===== src/design/bas_pkg.sv =====
`timescale 1ns / 1ps
// ----------------------------------------------------------------------------
// bas_pkg: shared types and constants
// Scanner modes, closer codes, status codes and character helpers for the
// balanced argument splitter.
// ----------------------------------------------------------------------------
package bas_pkg;

   typedef enum logic [1:0] {
      MODE_SCAN   = 2'd0,
      MODE_STRING = 2'd1,
      MODE_ESCAPE = 2'd2
   } mode_type;

   typedef enum logic [1:0] {
      CL_NONE    = 2'd0,
      CL_PAREN   = 2'd1,
      CL_BRACE   = 2'd2,
      CL_BRACKET = 2'd3
   } closer_type;

   typedef enum logic [2:0] {
      ST_ACCEPT     = 3'd0,
      ST_SEP        = 3'd1,
      ST_TERM       = 3'd2,
      ST_EOS_SCAN   = 3'd3,
      ST_EOS_STRING = 3'd4,
      ST_EOS_ESCAPE = 3'd5,
      ST_OVERFLOW   = 3'd6
   } status_type;

   typedef enum logic [0:0] {
      CSR_SEPARATOR  = 1'b0,
      CSR_TERMINATOR = 1'b1
   } csr_index_type;

   typedef struct packed {
      logic push;
      logic pop;
   } stack_cmd_type;

   localparam logic [7:0] CHAR_LPAREN    = 8'h28;
   localparam logic [7:0] CHAR_LBRACE    = 8'h7B;
   localparam logic [7:0] CHAR_LBRACKET  = 8'h5B;
   localparam logic [7:0] CHAR_RPAREN    = 8'h29;
   localparam logic [7:0] CHAR_RBRACE    = 8'h7D;
   localparam logic [7:0] CHAR_RBRACKET  = 8'h5D;
   localparam logic [7:0] CHAR_DQUOTE    = 8'h22;
   localparam logic [7:0] CHAR_SQUOTE    = 8'h27;
   localparam logic [7:0] CHAR_BACKSLASH = 8'h5C;
   localparam logic [7:0] CHAR_BACKTICK  = 8'h60;

   localparam logic [7:0] SEPARATOR_RESET  = 8'd44;
   localparam logic [7:0] TERMINATOR_RESET = 8'd41;

   function automatic closer_type opener_kind(input logic [7:0] c);
      closer_type k;
      k = CL_NONE;
      if (c == CHAR_LPAREN) k = CL_PAREN;
      else if (c == CHAR_LBRACE) k = CL_BRACE;
      else if (c == CHAR_LBRACKET) k = CL_BRACKET;
      return k;
   endfunction

   // the none code has no closing character and never matches
   function automatic logic closer_match(input closer_type k, input logic [7:0] c);
      logic m;
      m = 1'b0;
      unique case (k)
         CL_PAREN:   m = (c == CHAR_RPAREN);
         CL_BRACE:   m = (c == CHAR_RBRACE);
         CL_BRACKET: m = (c == CHAR_RBRACKET);
         default:    m = 1'b0;
      endcase
      return m;
   endfunction

endpackage


===== src/design/bas_stack_cell.sv =====
`timescale 1ns / 1ps
// ----------------------------------------------------------------------------
// bas_stack_cell: one entry of the closer stack
// Holds one saved closer code. On push it takes its upper neighbor's code,
// on pop its lower neighbor's code, so the row moves as a shift stack.
// ----------------------------------------------------------------------------
module bas_stack_cell (
   input  logic                   clock,
   input  bas_pkg::stack_cmd_type cmd,
   input  bas_pkg::closer_type    above,
   input  bas_pkg::closer_type    below,
   output bas_pkg::closer_type    value
);
   import bas_pkg::*;

   closer_type value_ff;
   closer_type value_in;

   always_comb begin
      value_in = value_ff;
      if (cmd.push) begin
         value_in = above;
      end else if (cmd.pop) begin
         value_in = below;
      end
   end

   always_ff @(posedge clock) begin
      value_ff <= value_in;
   end

   assign value = value_ff;

endmodule


===== src/design/balanced_argument_splitter.sv =====
`timescale 1ns / 1ps
// ----------------------------------------------------------------------------
// balanced_argument_splitter: one-argument scanner with nesting tracking
// Echoes characters of a call argument and reports where it ends.
// ----------------------------------------------------------------------------
// Takes one character word per clock and returns exactly one result word per
// input word in the next cycle, at a sustained rate of one word per cycle while
// the result side does not stall. The scanner update (mode, nesting depth,
// expected closer and a one-step shift of the closer stack) is combinational
// and feeds the state registers. The closer stack is a row of MAX_NEST cells that shift down
// on an opener and up on a matching closer; the top closer lives in a
// register of its own. The result sits in an output register; input is
// stalled only while that register is full and the result side stalls.
// separator_char and terminator_char must be written through the csr port only
// while the block is idle; the block itself does not enforce this.
// ----------------------------------------------------------------------------
module balanced_argument_splitter #(
   parameter int MAX_NEST = 16
) (
   input  logic       clock,
   input  logic       reset,
   input  logic       req_valid,
   output logic       req_stall,
   input  logic [7:0] req_in_char,
   input  logic       req_at_end,
   output logic       rsp_valid,
   input  logic       rsp_stall,
   output logic [7:0] rsp_echo_char,
   output logic [2:0] rsp_status,
   input  logic       csr_wr_en,
   input  logic [0:0] csr_index,
   input  logic [7:0] csr_wdata
);
   import bas_pkg::*;

   localparam int DEPTH_W = $clog2(MAX_NEST + 1);
   localparam logic [DEPTH_W-1:0] DEPTH_MAX = DEPTH_W'(MAX_NEST);

   logic [7:0]         separator_ff;
   logic [7:0]         terminator_ff;
   mode_type           mode_ff, mode_in;
   logic               quote_ff, quote_in;
   logic [DEPTH_W-1:0] depth_ff, depth_in;
   closer_type         expect_ff, expect_in;
   logic               rsp_valid_ff, rsp_valid_in;
   logic [7:0]         echo_ff, echo_in;
   status_type         status_ff, status_in;

   stack_cmd_type      stack_cmd;
   closer_type         stack_value [MAX_NEST];
   logic               req_fire;
   closer_type         op;
   logic [7:0]         delim;

   assign req_stall = rsp_valid_ff & rsp_stall;
   assign req_fire  = req_valid & ~req_stall;
   assign op        = opener_kind(req_in_char);
   assign delim     = quote_ff ? CHAR_SQUOTE : CHAR_DQUOTE;

   always_comb begin
      mode_in      = mode_ff;
      quote_in     = quote_ff;
      depth_in     = depth_ff;
      expect_in    = expect_ff;
      stack_cmd    = '0;
      echo_in      = echo_ff;
      status_in    = status_ff;
      rsp_valid_in = rsp_valid_ff & rsp_stall;
      if (req_fire) begin
         rsp_valid_in = 1'b1;
         echo_in      = 8'd0;
         status_in    = ST_ACCEPT;
         if (req_at_end) begin
            unique case (mode_ff)
               MODE_STRING: status_in = ST_EOS_STRING;
               MODE_ESCAPE: status_in = ST_EOS_ESCAPE;
               default:     status_in = ST_EOS_SCAN;
            endcase
         end else if (mode_ff == MODE_SCAN) begin
            priority if (depth_ff == '0 && req_in_char == separator_ff) begin
               status_in = ST_SEP;
            end else if (depth_ff == '0 && req_in_char == terminator_ff) begin
               status_in = ST_TERM;
            end else if (op != CL_NONE && depth_ff == DEPTH_MAX) begin
               status_in = ST_OVERFLOW;
            end else begin
               echo_in = req_in_char;
               priority if (req_in_char == CHAR_DQUOTE || req_in_char == CHAR_SQUOTE) begin
                  quote_in = (req_in_char == CHAR_SQUOTE);
                  mode_in  = MODE_STRING;
               end else if (op != CL_NONE) begin
                  stack_cmd.push = 1'b1;
                  depth_in       = depth_ff + 1'b1;
                  expect_in      = op;
               end else if (depth_ff != '0 && closer_match(expect_ff, req_in_char)) begin
                  stack_cmd.pop = 1'b1;
                  depth_in      = depth_ff - 1'b1;
                  expect_in     = stack_value[0];
               end else begin
                  echo_in = req_in_char;
               end
            end
         end else if (mode_ff == MODE_STRING) begin
            echo_in = req_in_char;
            if (req_in_char == CHAR_BACKSLASH || req_in_char == CHAR_BACKTICK) begin
               mode_in = MODE_ESCAPE;
            end else if (req_in_char == delim) begin
               mode_in  = MODE_SCAN;
               quote_in = 1'b0;
            end
         end else begin
            echo_in = req_in_char;
            mode_in = MODE_STRING;
         end
         // every non-accept status restarts the scanner; stack contents stay
         if (status_in != ST_ACCEPT) begin
            mode_in   = MODE_SCAN;
            quote_in  = 1'b0;
            depth_in  = '0;
            expect_in = CL_NONE;
         end
      end
   end

   always_ff @(posedge clock) begin
      if (reset) begin
         separator_ff  <= SEPARATOR_RESET;
         terminator_ff <= TERMINATOR_RESET;
         mode_ff       <= MODE_SCAN;
         quote_ff      <= 1'b0;
         depth_ff      <= '0;
         expect_ff     <= CL_NONE;
         rsp_valid_ff  <= 1'b0;
      end else begin
         if (csr_wr_en) begin
            unique case (csr_index_type'(csr_index))
               CSR_SEPARATOR:  separator_ff  <= csr_wdata;
               CSR_TERMINATOR: terminator_ff <= csr_wdata;
               default:        separator_ff  <= separator_ff;
            endcase
         end
         mode_ff      <= mode_in;
         quote_ff     <= quote_in;
         depth_ff     <= depth_in;
         expect_ff    <= expect_in;
         rsp_valid_ff <= rsp_valid_in;
      end
   end

   always_ff @(posedge clock) begin
      echo_ff   <= echo_in;
      status_ff <= status_in;
   end

   // cell 0 sits just under the top closer register
   genvar g;
   generate
      for (g = 0; g < MAX_NEST; g++) begin : g_cell
         closer_type above_w;
         closer_type below_w;
         if (g == 0) begin : g_top
            assign above_w = expect_ff;
         end else begin : g_mid
            assign above_w = stack_value[g-1];
         end
         if (g == MAX_NEST - 1) begin : g_bot
            assign below_w = CL_NONE;
         end else begin : g_inner
            assign below_w = stack_value[g+1];
         end
         bas_stack_cell u_cell (
            .clock (clock),
            .cmd   (stack_cmd),
            .above (above_w),
            .below (below_w),
            .value (stack_value[g])
         );
      end
   endgenerate

   assign rsp_valid     = rsp_valid_ff;
   assign rsp_echo_char = echo_ff;
   assign rsp_status    = status_ff;

   a_depth_range: assert property (@(posedge clock) disable iff (reset)
      depth_ff <= DEPTH_MAX)
      else $error("nesting depth beyond limit");

   a_top_at_zero: assert property (@(posedge clock) disable iff (reset)
      (depth_ff == '0) == (expect_ff == CL_NONE))
      else $error("expected closer out of step with depth");

   a_eos_restart: assert property (@(posedge clock) disable iff (reset)
      req_fire && req_at_end |=> mode_ff == MODE_SCAN && depth_ff == '0)
      else $error("scanner not restarted after end of stream");

   a_echo_zero: assert property (@(posedge clock) disable iff (reset)
      rsp_valid_ff && status_ff != ST_ACCEPT |-> echo_ff == 8'd0)
      else $error("echo not cleared on completion word");

   a_push_step: assert property (@(posedge clock) disable iff (reset)
      stack_cmd.push |=> depth_ff == $past(depth_ff) + 1'b1 && stack_value[0] == $past(expect_ff))
      else $error("stack push lost the saved closer");

endmodule


===== config.mk =====
export PLATFORM = sky130hd
export DESIGN_NAME = balanced_argument_splitter
export DESIGN_NICKNAME = d
export VERILOG_FILES = /design/src/design/bas_pkg.sv /design/src/design/bas_stack_cell.sv /design/src/design/balanced_argument_splitter.sv
export SDC_FILE = /design/constraint.sdc
export NUM_CORES = 1
export LEC_CHECK = 0
export BUFFER_PORTS_ARGS = -buffer_cell sky130_fd_sc_hd__buf_2
export CORE_MARGIN = 2
export CORE_UTILIZATION = 54
export DETAILED_ROUTE_END_ITERATION = 10
export GPL_TIMING_DRIVEN = 0
export PLACE_DENSITY_LB_ADDON = 0.3
export SYNTH_ARGS = -nofsm -noshare
export SYNTH_HDL_FRONTEND = slang
export SYNTH_SLANG_ARGS = --single-unit

===== constraint.sdc =====
create_clock -name clock -period 2.7 [get_ports clock]
set_input_delay 0.135 -clock clock [delete_from_list [all_inputs] [get_ports clock]]
set_output_delay 0.135 -clock clock [all_outputs]
set_load 0.05 [all_outputs]

==> results.md, run 1 <==
* Initial antenna violation count at 0
* Clock-pin slew on the worst setup and hold paths at 0.08 ns
* IO Count at 36
* Critical path arrival at 2.62 ns
* Fraction of registers with async set/reset at 0
* Synth area leaders: edfxtp_1, dfxtp_1, mux2_4
* IO Port Bufs at 27
* Yosys reg bits at 70
* DR pass1 iterations at 5
* Final Slew Violations at 0
* Post-synth top area cell: edfxtp_1
* CTS sink count at 70
* Crit. End Element: register
* DPL Wire Length at 5050 um
* H-tree Lvls at 3
* Vias at 2547
* Sw Share at 0.253
* WL final at 7230 um
* Via density at 5.44
* Total track usage at 0.205
* Final worst path period share at 0.940
* Clock power frac at 0.377
* Least-Margin Pin Slew at 0.610 ns
* DR WL/cell at 15.4 um
* Met3 usage in global routing at 0.0396
* M2 GR Usage at 0.287
* Worst Hold Class: primary input to register
* Setup TNS at 0 ns
* Post-CTS setup buffer count at 0
* Busiest grt layer: met1
* Vias in the first global route at 2465
* Top FF cell, synth: edfxtp_1
* First-pass GRT wire length at 12100 um
* Pin count of the biggest net entering global routing at 17
* Residual DRC count at 0
* Area of the multi-input gates at 1820 um2
* Sequential Power Share at 0.526
* Worst slew margin at 0.590
* Max Cap Viol at 0
* ANT cells at 0
* Final RePlAce weighted congestion at 0.866
* CTS tree: built
* Placed Area at 4060 um2
* Cell variety after synth at 62
* Unrepaired setup endpoints after global routing: false
* Met1 Use GR at 0.316
* Root Buffer Master: clkbuf_8
* Pint at 1.65 mW
* Fillers at 558
* Area of the mapped netlist at 3800 um2
* Critical path class: register to register
* Overall overflow remaining after global route at 0
* Mean Syn Cell Area at 11.6 um2
* Clock Path Buffers at 2
* Post-synth top area share at 0.340
* Ys Warns at 0
* Syn Nets at 358
* Iteration-0 DRC Markers at 127
* Power Density at 517 nW/um2
* Max FO, Critical Path at 10
* Required @ worst endpoint at 2.78 ns
* Power Total at 2.21 mW
* Status: completed
* Final instance area at 4270 um2
* Skew final at 0.0153 ns
* Num CTS Buffers at 9
* Die width at 87.9 um
* Tmin final at 2.54 ns
* Die Y at 87.9 um
* Max Freq at 0.394 GHz
* Comb pwr share at 0.098
* Peak VDD IR at 252 uV
* Mapped Cells at 328
* FF+latch area at 1830 um2
* DIE AREA at 7720 um2
* Core area at 6790 um2
* Nets@finish at 397
* LEAKAGE at 1.61 nW
* Post-synth EDFFs at 43
* Final setup viols at 0
* Placement Rows at 30
* Endpoints failing hold at 0
* Commonest cells post-synth: edfxtp_1, nand2_1, mux2_4
* Initial Util at 0.559
* Critical Path Start Type: register
* Area delta synth->final at 12.5%
* Switching power at 0.559 mW
* Post-synthesis sequential area ratio at 0.482
* Clock Latency Late Sink at 0.34 ns
* Final ANT Viol Nets at 0
* Layout cells sized above 1 at 0.272
-- stage by stage --
step | std cells | worst slack (ns) | hold WS (ns) | utilization
final | 468 | 0.163 | 0.0124 | 0.629
after global routing | 468 | 0.0460 | 0.0248 | 0.629
after CTS | 468 | 0.154 | 0.00784 | 0.629
after detailed placement | 451 | -0.00560 | 0.363 | 0.598
after global placement | 451 | 0.0133 | 0.358 | 0.598
after floorplan | 328 | 0.282 | 0.256 | -
-- routing by layer --
metal,wire (um),part of all wire,vias to the layer above
met5,0,0,-
met4,121,0.017,0
met3,343,0.047,12
met2,3130,0.43,68
met1,3640,0.50,1195
li1,-,-,1272
-- flip-flops by register name, indices dropped and copies added, names as in the netlist --
signal and flops:
terminator_ff 8, separator_ff 8, expect_ff 2, mode_ff 2
rsp_valid 1, rsp_status 3, rsp_echo_char 8, g_cell.u_cell.value 32
depth_ff 5, quote_ff 1
-- logic make-up after synthesis --
kind of cell | count (synthesis) | synth area share
fa+ha+maj | 7 | 0.0250
xor+xnor | 19 | 0.0438
mux | 33 | 0.127
buf+inv | 33 | 0.0435
simple gates | 117 | 0.184
compound gates | 49 | 0.0948
flops | 70 | 0.482
-- area by class of cell --
| type | instances | share of cell area |
|---|---|---|
| Clock buffer | 9 | 0.0290 |
| Sequential cell | 70 | 0.429 |
| Inverter | 13 | 0.0123 |
| Tap cell | 96 | 0.0281 |
| Buffer | 20 | 0.0272 |
| Timing Repair Buffer | 27 | 0.0316 |
| Clock inverter | 7 | 0.0170 |
| Multi-Input combinational cell | 226 | 0.426 |
-- worst max-delay path, cell delays in order (launching register included) --
cell and delay, ns:
dfxtp_1 0.38, or4_4 0.58, nor4_4 0.31, nand3_2 0.22
nand3b_4 0.24, nor3_4 0.08, buf_6 0.17, mux2_4 0.31
-- cell usage in the layout (no fill, tap or decap), types with 6 or more instances in the layout --
cell      synthesis  routed
a21oi_1          17      17
and2_1           13      13
buf_2             6      33
clkbuf_1          9       9
clkbuf_8          0       9
dfxtp_1          27      27
edfxtp_1         43      43
ha_1              6       6
inv_1            13      12
mux2_4           30      30
nand2_1          43      43
nand3b_1          6       6
nor2_1           12      11
o22ai_1           7       7
xnor2_1           9       9
xor2_1           10      10
-- power by group through the flow --
stage	Combinational, mW	Clock, mW	Sequential [mW]
after floorplan	0.119	0	1.23
after global routing	0.236	0.888	1.17
after detailed placement	0.213	0	1.19
after global placement	0.208	0	1.19
final	0.216	0.833	1.16
after CTS	0.214	0.844	1.16
-- worst paths after layout --
| path | from | endpoint | slack (ns) | depth (start not counted) |
|---|---|---|---|---|
| max | depth_ff[0] | g_cell[13].u_cell.value[1] | 0.16 | 7 |
| min | csr_wdata[5] | separator_ff[5] | 0.01 | 3 |
| max reg2reg | depth_ff[0] | g_cell[13].u_cell.value[1] | 0.16 | 7 |
| min reg2reg | separator_ff[1] | separator_ff[1] | 0.47 | 2 |
-- what timing repair did --
item	4_1_cts	5_1_grt
resized for setup	1	1
pin swaps	1	0
cloned	1	0
setup endpoints to repair	32	35
hold buffers	0	0
No activity file was read; power rests on OpenSTA's default activity.
==> inputs of run 2 (changes only) <==
--- a/config.mk
+++ b/config.mk
@@ -6,8 +6,10 @@
 export NUM_CORES = 1
 export LEC_CHECK = 0
 export BUFFER_PORTS_ARGS = -buffer_cell sky130_fd_sc_hd__buf_2
+export CAP_MARGIN = 0
 export CORE_MARGIN = 2
-export CORE_UTILIZATION = 54
+export CORE_UTILIZATION = 40
+export CTS_CLUSTER_DIAMETER = 100
 export DETAILED_ROUTE_END_ITERATION = 10
 export GPL_TIMING_DRIVEN = 0
 export PLACE_DENSITY_LB_ADDON = 0.3
==> results.md, run 2 (same netlist as run 1, synthesis figures left out) <==
* Status: completed
* Critical Path Start Type: register
* Die width at 101 um (+15%)
* WL final at 7690 um (+6.3%)
* Placed Cells at 484 (+7.3%)
* Worst slew margin at 0.600 (+0.0101)
* DIE AREA at 10300 um2 (+33%)
* Critical path depth at 7 (unchanged)
* Required @ worst endpoint at 2.80 ns (+0.02 ns)
* Final worst path period share at 0.932 (-0.00712)
* Iteration-0 DRC Markers at 132 (+3.9%)
* Max FO, Critical Path at 10 (unchanged)
* Worst path cell trace: or4_4 -> nor4_4 -> nand3_2 -> nand3b_4 -> nor3_4 -> buf_6 -> mux2_4
* Clock Latency Late Sink at 0.35 ns (about the same)
* Hold buffer count at CTS at 0 (unchanged)
* Crit. End Element: register
* LEAKAGE at 1.63 nW (+1.2%)
* Tmin final at 2.52 ns (-0.0192 ns)
* Endpoints failing hold at 0 (unchanged)
* Crit. Startpoint: depth_ff[0]
* Placement Rows at 35 (+17%)
* Max Cap Viol at 0 (unchanged)
* CTS tree: built
* Via density at 5.20 (-4.4%)
* DPL Wire Length at 5360 um (+6.1%)
* Final Slew Violations at 0 (unchanged)
* Reg2reg path depth at 7 (unchanged)
* Commonest non-fill, non-tap cells in the layout: nand2_1, edfxtp_1, buf_2
* Largest register FFs at 32 (unchanged)
* Skew final at 0.0136 ns (-0.00169 ns)
* CTS sink count at 70 (unchanged)
* Final RePlAce weighted congestion at 0.794 (-8.3%)
* Vias at 2607 (+2.4%)
* Die Y at 101 um (+15%)
* Worst r2r src: depth_ff[0]
* Setup TNS at 0 ns (unchanged)
* Setup ws final at 0.182 ns (+0.0192 ns)
* Pin count of the biggest net entering global routing at 17 (unchanged)
* Area delta synth->final at 14.4%
* Peak VDD IR at 272 uV (+7.6%)
* Power Density at 542 nW/um2 (+4.7%)
* Final ANT Viol Nets at 0 (unchanged)
* Critical path arrival at 2.61 ns (about the same)
* Num CTS Buffers at 9 (unchanged)
* Clock-pin slew on the worst setup and hold paths at 0.07 ns (about the same)
* IO Count at 36 (unchanged)
* DR pass1 iterations at 4 (-1)
* Worst Hold Class: primary input to register
* Post-CTS setup buffer count at 0 (unchanged)
* Layout cells sized above 1 at 0.274 (+0.00269)
* Post-Layout Cell Count at 501 (+7.1%)
* Critical path's slowest cell: or4_4
* Max Freq at 0.397 GHz (+0.76%)
* H-tree Lvls at 3 (unchanged)
* Final instance area at 4350 um2 (+1.7%)
* Placed Area at 4100 um2 (+1.0%)
* Critical path class: register to register
* Initial antenna violation count at 0 (unchanged)
* FF+latch area at 1830 um2 (unchanged)
* Reg2Reg Capture Point: g_cell[4].u_cell.value[1]
* First-pass GRT wire length at 12900 um (+6.1%)
* IO Port Bufs at 27 (unchanged)
* Least-Margin Pin Slew at 0.595 ns (-0.0151 ns)
* Pre-CTS setup slack at -0.0653 ns (-0.0597 ns)
* DR WL/cell at 15.3 um (-0.67%)
* Final Util at 0.470 (-0.159)
* Root Buffer Master: clkbuf_8
* Initial Util at 0.411 (-0.148)
* ANT cells at 0 (unchanged)
* Core area at 9240 um2 (+36%)
* Buffer and inverter count on the worst path at 1 (unchanged)
* Total track usage at 0.162 (-0.0435)
* Nets@finish at 397 (unchanged)
* Clock Path Buffers at 2 (unchanged)
* Final setup viols at 0 (unchanged)
* Fillers at 858 (+54%)
* Unrepaired setup endpoints after global routing: false
* Crit-path leading delay family: simple AND/OR/NAND/NOR gates
* Vias in the first global route at 2684 (+8.9%)
* Setup slack, reg-to-reg at 0.18 ns (+0.02 ns)
* Area of the multi-input gates at 1820 um2 (unchanged)
* Setup crit end: g_cell[4].u_cell.value[1]
* Residual DRC count at 0 (unchanged)
* Overall overflow remaining after global route at 0 (unchanged)
* CP max stage delay at 0.59 ns (about the same)
run 2: changes by cell type in the layout (fill, tap and decap cells not counted), sizes merged:
cell and change:
bufinv +1, clkinv -1, clkinvlp -1, inv +1
run 2: power by group:
part | switching (mW) | internal [mW]
sequential | 0.0122 | 1.15
combinational | 0.144 | 0.0727
clock | 0.444 | 0.531
run 2: metrics by stage:
| stage | power [mW] | hold WS [ns] |
|---|---|---|
| finish | 2.35 | 0.0164 |
| global route | 2.44 | 0.0174 |
| CTS | 2.37 | 0.00561 |
| detailed placement | 1.40 | 0.365 |
| global placement | 1.40 | 0.364 |
| floorplan | 1.34 | 0.256 |
run 2: what timing repair did:
item / CTS / global route
endpoints found under the setup margin: 32 / 6
cloned: 1 / 0
resized for setup: 1 / 1
pin swaps: 0 / 0
run 2: area by class of cell:
class	instances	share of cell area
inverter	13	0.0121
multi-input combinational	226	0.419
buffer	20	0.0268
sequential	70	0.421
clock buffer	9	0.0285
clock inverter	7	0.0239
timing repair buffer	27	0.0311
tap	129	0.0371
run 2: metal layers:
layer	up-vias	GRT usage	part of all wire
met2	70	0.255	0.46
li1	1273	-	-
met4	0	0.0530	0.014
met3	9	0.0476	0.044
met1	1255	0.215	0.48
met5	-	0	0
run 2: worst min-delay path by stage:
stage / from / endpoint / slack, ns / cells after the start
6_report: csr_wdata[3] / separator_ff[3] / 0.02 / 3
5_1_grt: csr_wdata[3] / separator_ff[3] / 0.02 / 3
4_1_cts: csr_wdata[3] / separator_ff[3] / 0.006 / 3
3_5_place_dp: csr_wdata[3] / separator_ff[3] / 0.36 / 3
3_3_place_gp: csr_wdata[5] / separator_ff[5] / 0.36 / 3
2_1_floorplan: req_valid / rsp_valid / 0.26 / 2
run 2: worst register-to-register path, stage by stage, from the launching register on:
cell and delay (ns):
dfxtp_1 0.38, or4_4 0.59, nor4_4 0.29, nand3_2 0.20
nand3b_4 0.24, nor3_4 0.09, buf_6 0.17, mux2_4 0.30
==> inputs of run 3 (changes only) <==
--- a/config.mk
+++ b/config.mk
@@ -7,6 +7,7 @@
 export LEC_CHECK = 0
 export BUFFER_PORTS_ARGS = -buffer_cell sky130_fd_sc_hd__buf_2
 export CAP_MARGIN = 0
+export CORE_ASPECT_RATIO = 0.7
 export CORE_MARGIN = 2
 export CORE_UTILIZATION = 40
 export CTS_CLUSTER_DIAMETER = 100
==> results.md, run 3 (same netlist as run 1, synthesis figures left out) <==
* CTS tree: built
* Commonest non-fill, non-tap cells in the layout: nand2_1, edfxtp_1, buf_2
* CP max stage delay at 0.58 ns (about the same)
* WL final at 8000 um (+4.1%)
* Clock-pin slew on the worst setup and hold paths at 0.05 ns (-0.02 ns)
* Setup TNS at 0 ns (unchanged)
* Num CTS Buffers at 9 (unchanged)
* Critical path arrival at 2.65 ns (+0.04 ns)
* DIE AREA at 10300 um2 (+0.12%)
* Critical path's slowest cell: or4_4
* Vias in the first global route at 2561 (-4.6%)
* Hold buffer count at CTS at 0 (unchanged)
* Pre-CTS setup slack at -0.109 ns (-0.0436 ns)
* LEAKAGE at 1.65 nW (+1.3%)
* Worst hold start: csr_wdata[2]
* Critical path class: register to register
* Worst Hold Class: primary input to register
* Status: completed
* Setup ws final at 0.128 ns (-0.0539 ns)
* Root Buffer Master: clkbuf_16
* Buffer and inverter count on the worst path at 1 (unchanged)
* Final ANT Viol Nets at 0 (unchanged)
* Endpoints failing hold at 0 (unchanged)
* ANT cells at 0 (unchanged)
* Fillers at 820 (-4.4%)
* Crit. Startpoint: depth_ff[0]
* Least-Margin Pin Slew at 0.577 ns (-0.0182 ns)
* Overall overflow remaining after global route at 0 (unchanged)
* CTS sink count at 70 (unchanged)
* Skew final at 0.00504 ns (-0.00855 ns)
* DR WL/cell at 16.1 um (+5.1%)
* Peak VDD IR at 282 uV (+3.8%)
* Nets@finish at 397 (unchanged)
* Final setup viols at 0 (unchanged)
* Total track usage at 0.169 (+0.00705)
* Worst r2r src: depth_ff[0]
* Crit-path leading delay family: simple AND/OR/NAND/NOR gates
* Layout cells sized above 1 at 0.266 (-0.00806)
* Max Cap Viol at 0 (unchanged)
* Unrepaired setup endpoints after global routing: false
* Vias at 2608 (+0.038%)
* Max FO, Critical Path at 10 (unchanged)
* Power Density at 572 nW/um2 (+5.6%)
* Largest register FFs at 32 (unchanged)
* Worst slew margin at 0.616 (+0.0158)
* Max Freq at 0.389 GHz (-2.1%)
* First-pass GRT wire length at 13400 um (+4.1%)
* Via density at 5.26 (+1.0%)
* Iteration-0 DRC Markers at 262 (+98%)
* Core area at 9140 um2 (-1.0%)
* IO Count at 36 (unchanged)
* DR pass1 iterations at 4 (unchanged)
* Clock Path Buffers at 2 (unchanged)
* Area delta synth->final at 15.8%
* Worst hold path cell count at 3 (unchanged)
* Worst path cell trace: or4_4 -> nor4_4 -> nand3_2 -> nand3b_4 -> nor3_4 -> buf_6 -> mux2_4
* Tmin final at 2.57 ns (+0.0539 ns)
* Pin count of the biggest net entering global routing at 17 (unchanged)
* Die width at 120 um (+19%)
* DPL Wire Length at 5650 um (+5.4%)
* Critical Path Start Type: register
* Final Slew Violations at 0 (unchanged)
* Die Y at 85.5 um (-16%)
* Initial Util at 0.416 (+0.00433)
* H-tree Lvls at 3 (unchanged)
* Residual DRC count at 0 (unchanged)
* Required @ worst endpoint at 2.78 ns (-0.02 ns)
* Final Util at 0.481 (+0.0108)
* Placement Rows at 29 (-17%)
* Initial antenna violation count at 0 (unchanged)
* Reg2reg path depth at 7 (unchanged)
* Crit. End Element: register
* Final RePlAce weighted congestion at 0.827 (+4.1%)
* Critical path depth at 7 (unchanged)
* Final worst path period share at 0.952 (+0.0200)
* IO Port Bufs at 27 (unchanged)
* Clock Latency Late Sink at 0.33 ns (-0.02 ns)
run 3: cell count changes in the layout (fill, tap and decap cells not counted), moves of 2 or more:
| cell | delta |
|---|---|
| clkbuf_16 | +9 |
| clkbuf_8 | -9 |
| clkinv_1 | +3 |
| clkinv_4 | -3 |
| inv_6 | -2 |
run 3: worst min-delay path, delay by kind of cell:
kind | cells | cell delay, ns
and+or+nand+nor | 2 | 0.11
buffers and inverters | 1 | 0.08
run 3: metal layers:
layer,track usage,routed length (um)
met4,0.0444,87
met2,0.230,3250
met5,0,0
met1,0.261,4240
met3,0.0472,416
run 3: worst paths after layout:
| kind | endpoint | slack, ns |
|---|---|---|
| worst max-delay path | g_cell[6].u_cell.value[0] | 0.13 |
| worst min-delay path | separator_ff[2] | 0.03 |
| worst max register to register | g_cell[6].u_cell.value[0] | 0.13 |
| worst min register to register | terminator_ff[1] | 0.46 |
run 3: where the power goes:
part	internal [mW]	leakage (nW)	total, mW	switching (mW)
combinational	0.0727	0.905	0.217	0.145
sequential	1.15	0.614	1.17	0.0121
clock	0.704	0.135	1.13	0.431
total	1.93	1.65	2.52	0.588
run 3: timing repair:
action	in CTS	in global routing
buffers inserted	0	0
setup endpoints to repair	32	45
resized for setup	1	2
cloned	1	0
run 3: cell type report:
class / instances / area (um2) / area share
sequential: 70 / 1830 / 0.416
multi-input combinational: 226 / 1830 / 0.415
clock buffer: 10 / 229 / 0.0520
tap: 124 / 155 / 0.0353
timing repair buffer: 27 / 135 / 0.0307
buffer: 20 / 116 / 0.0264
clock inverter: 6 / 53.8 / 0.0122
inverter: 13 / 52.6 / 0.0119
run 3: per-stage QoR:
stage          hold WS [ns]  instance area, um2  power (mW)  std cells
2_1_floorplan         0.256                3810        1.34        328
3_3_place_gp          0.358                4100        1.40        479
3_5_place_dp          0.369                4100        1.40        479
4_1_cts              0.0194                4390        2.55        496
5_1_grt              0.0349                4400        2.61        496
6_report             0.0323                4400        2.52        496
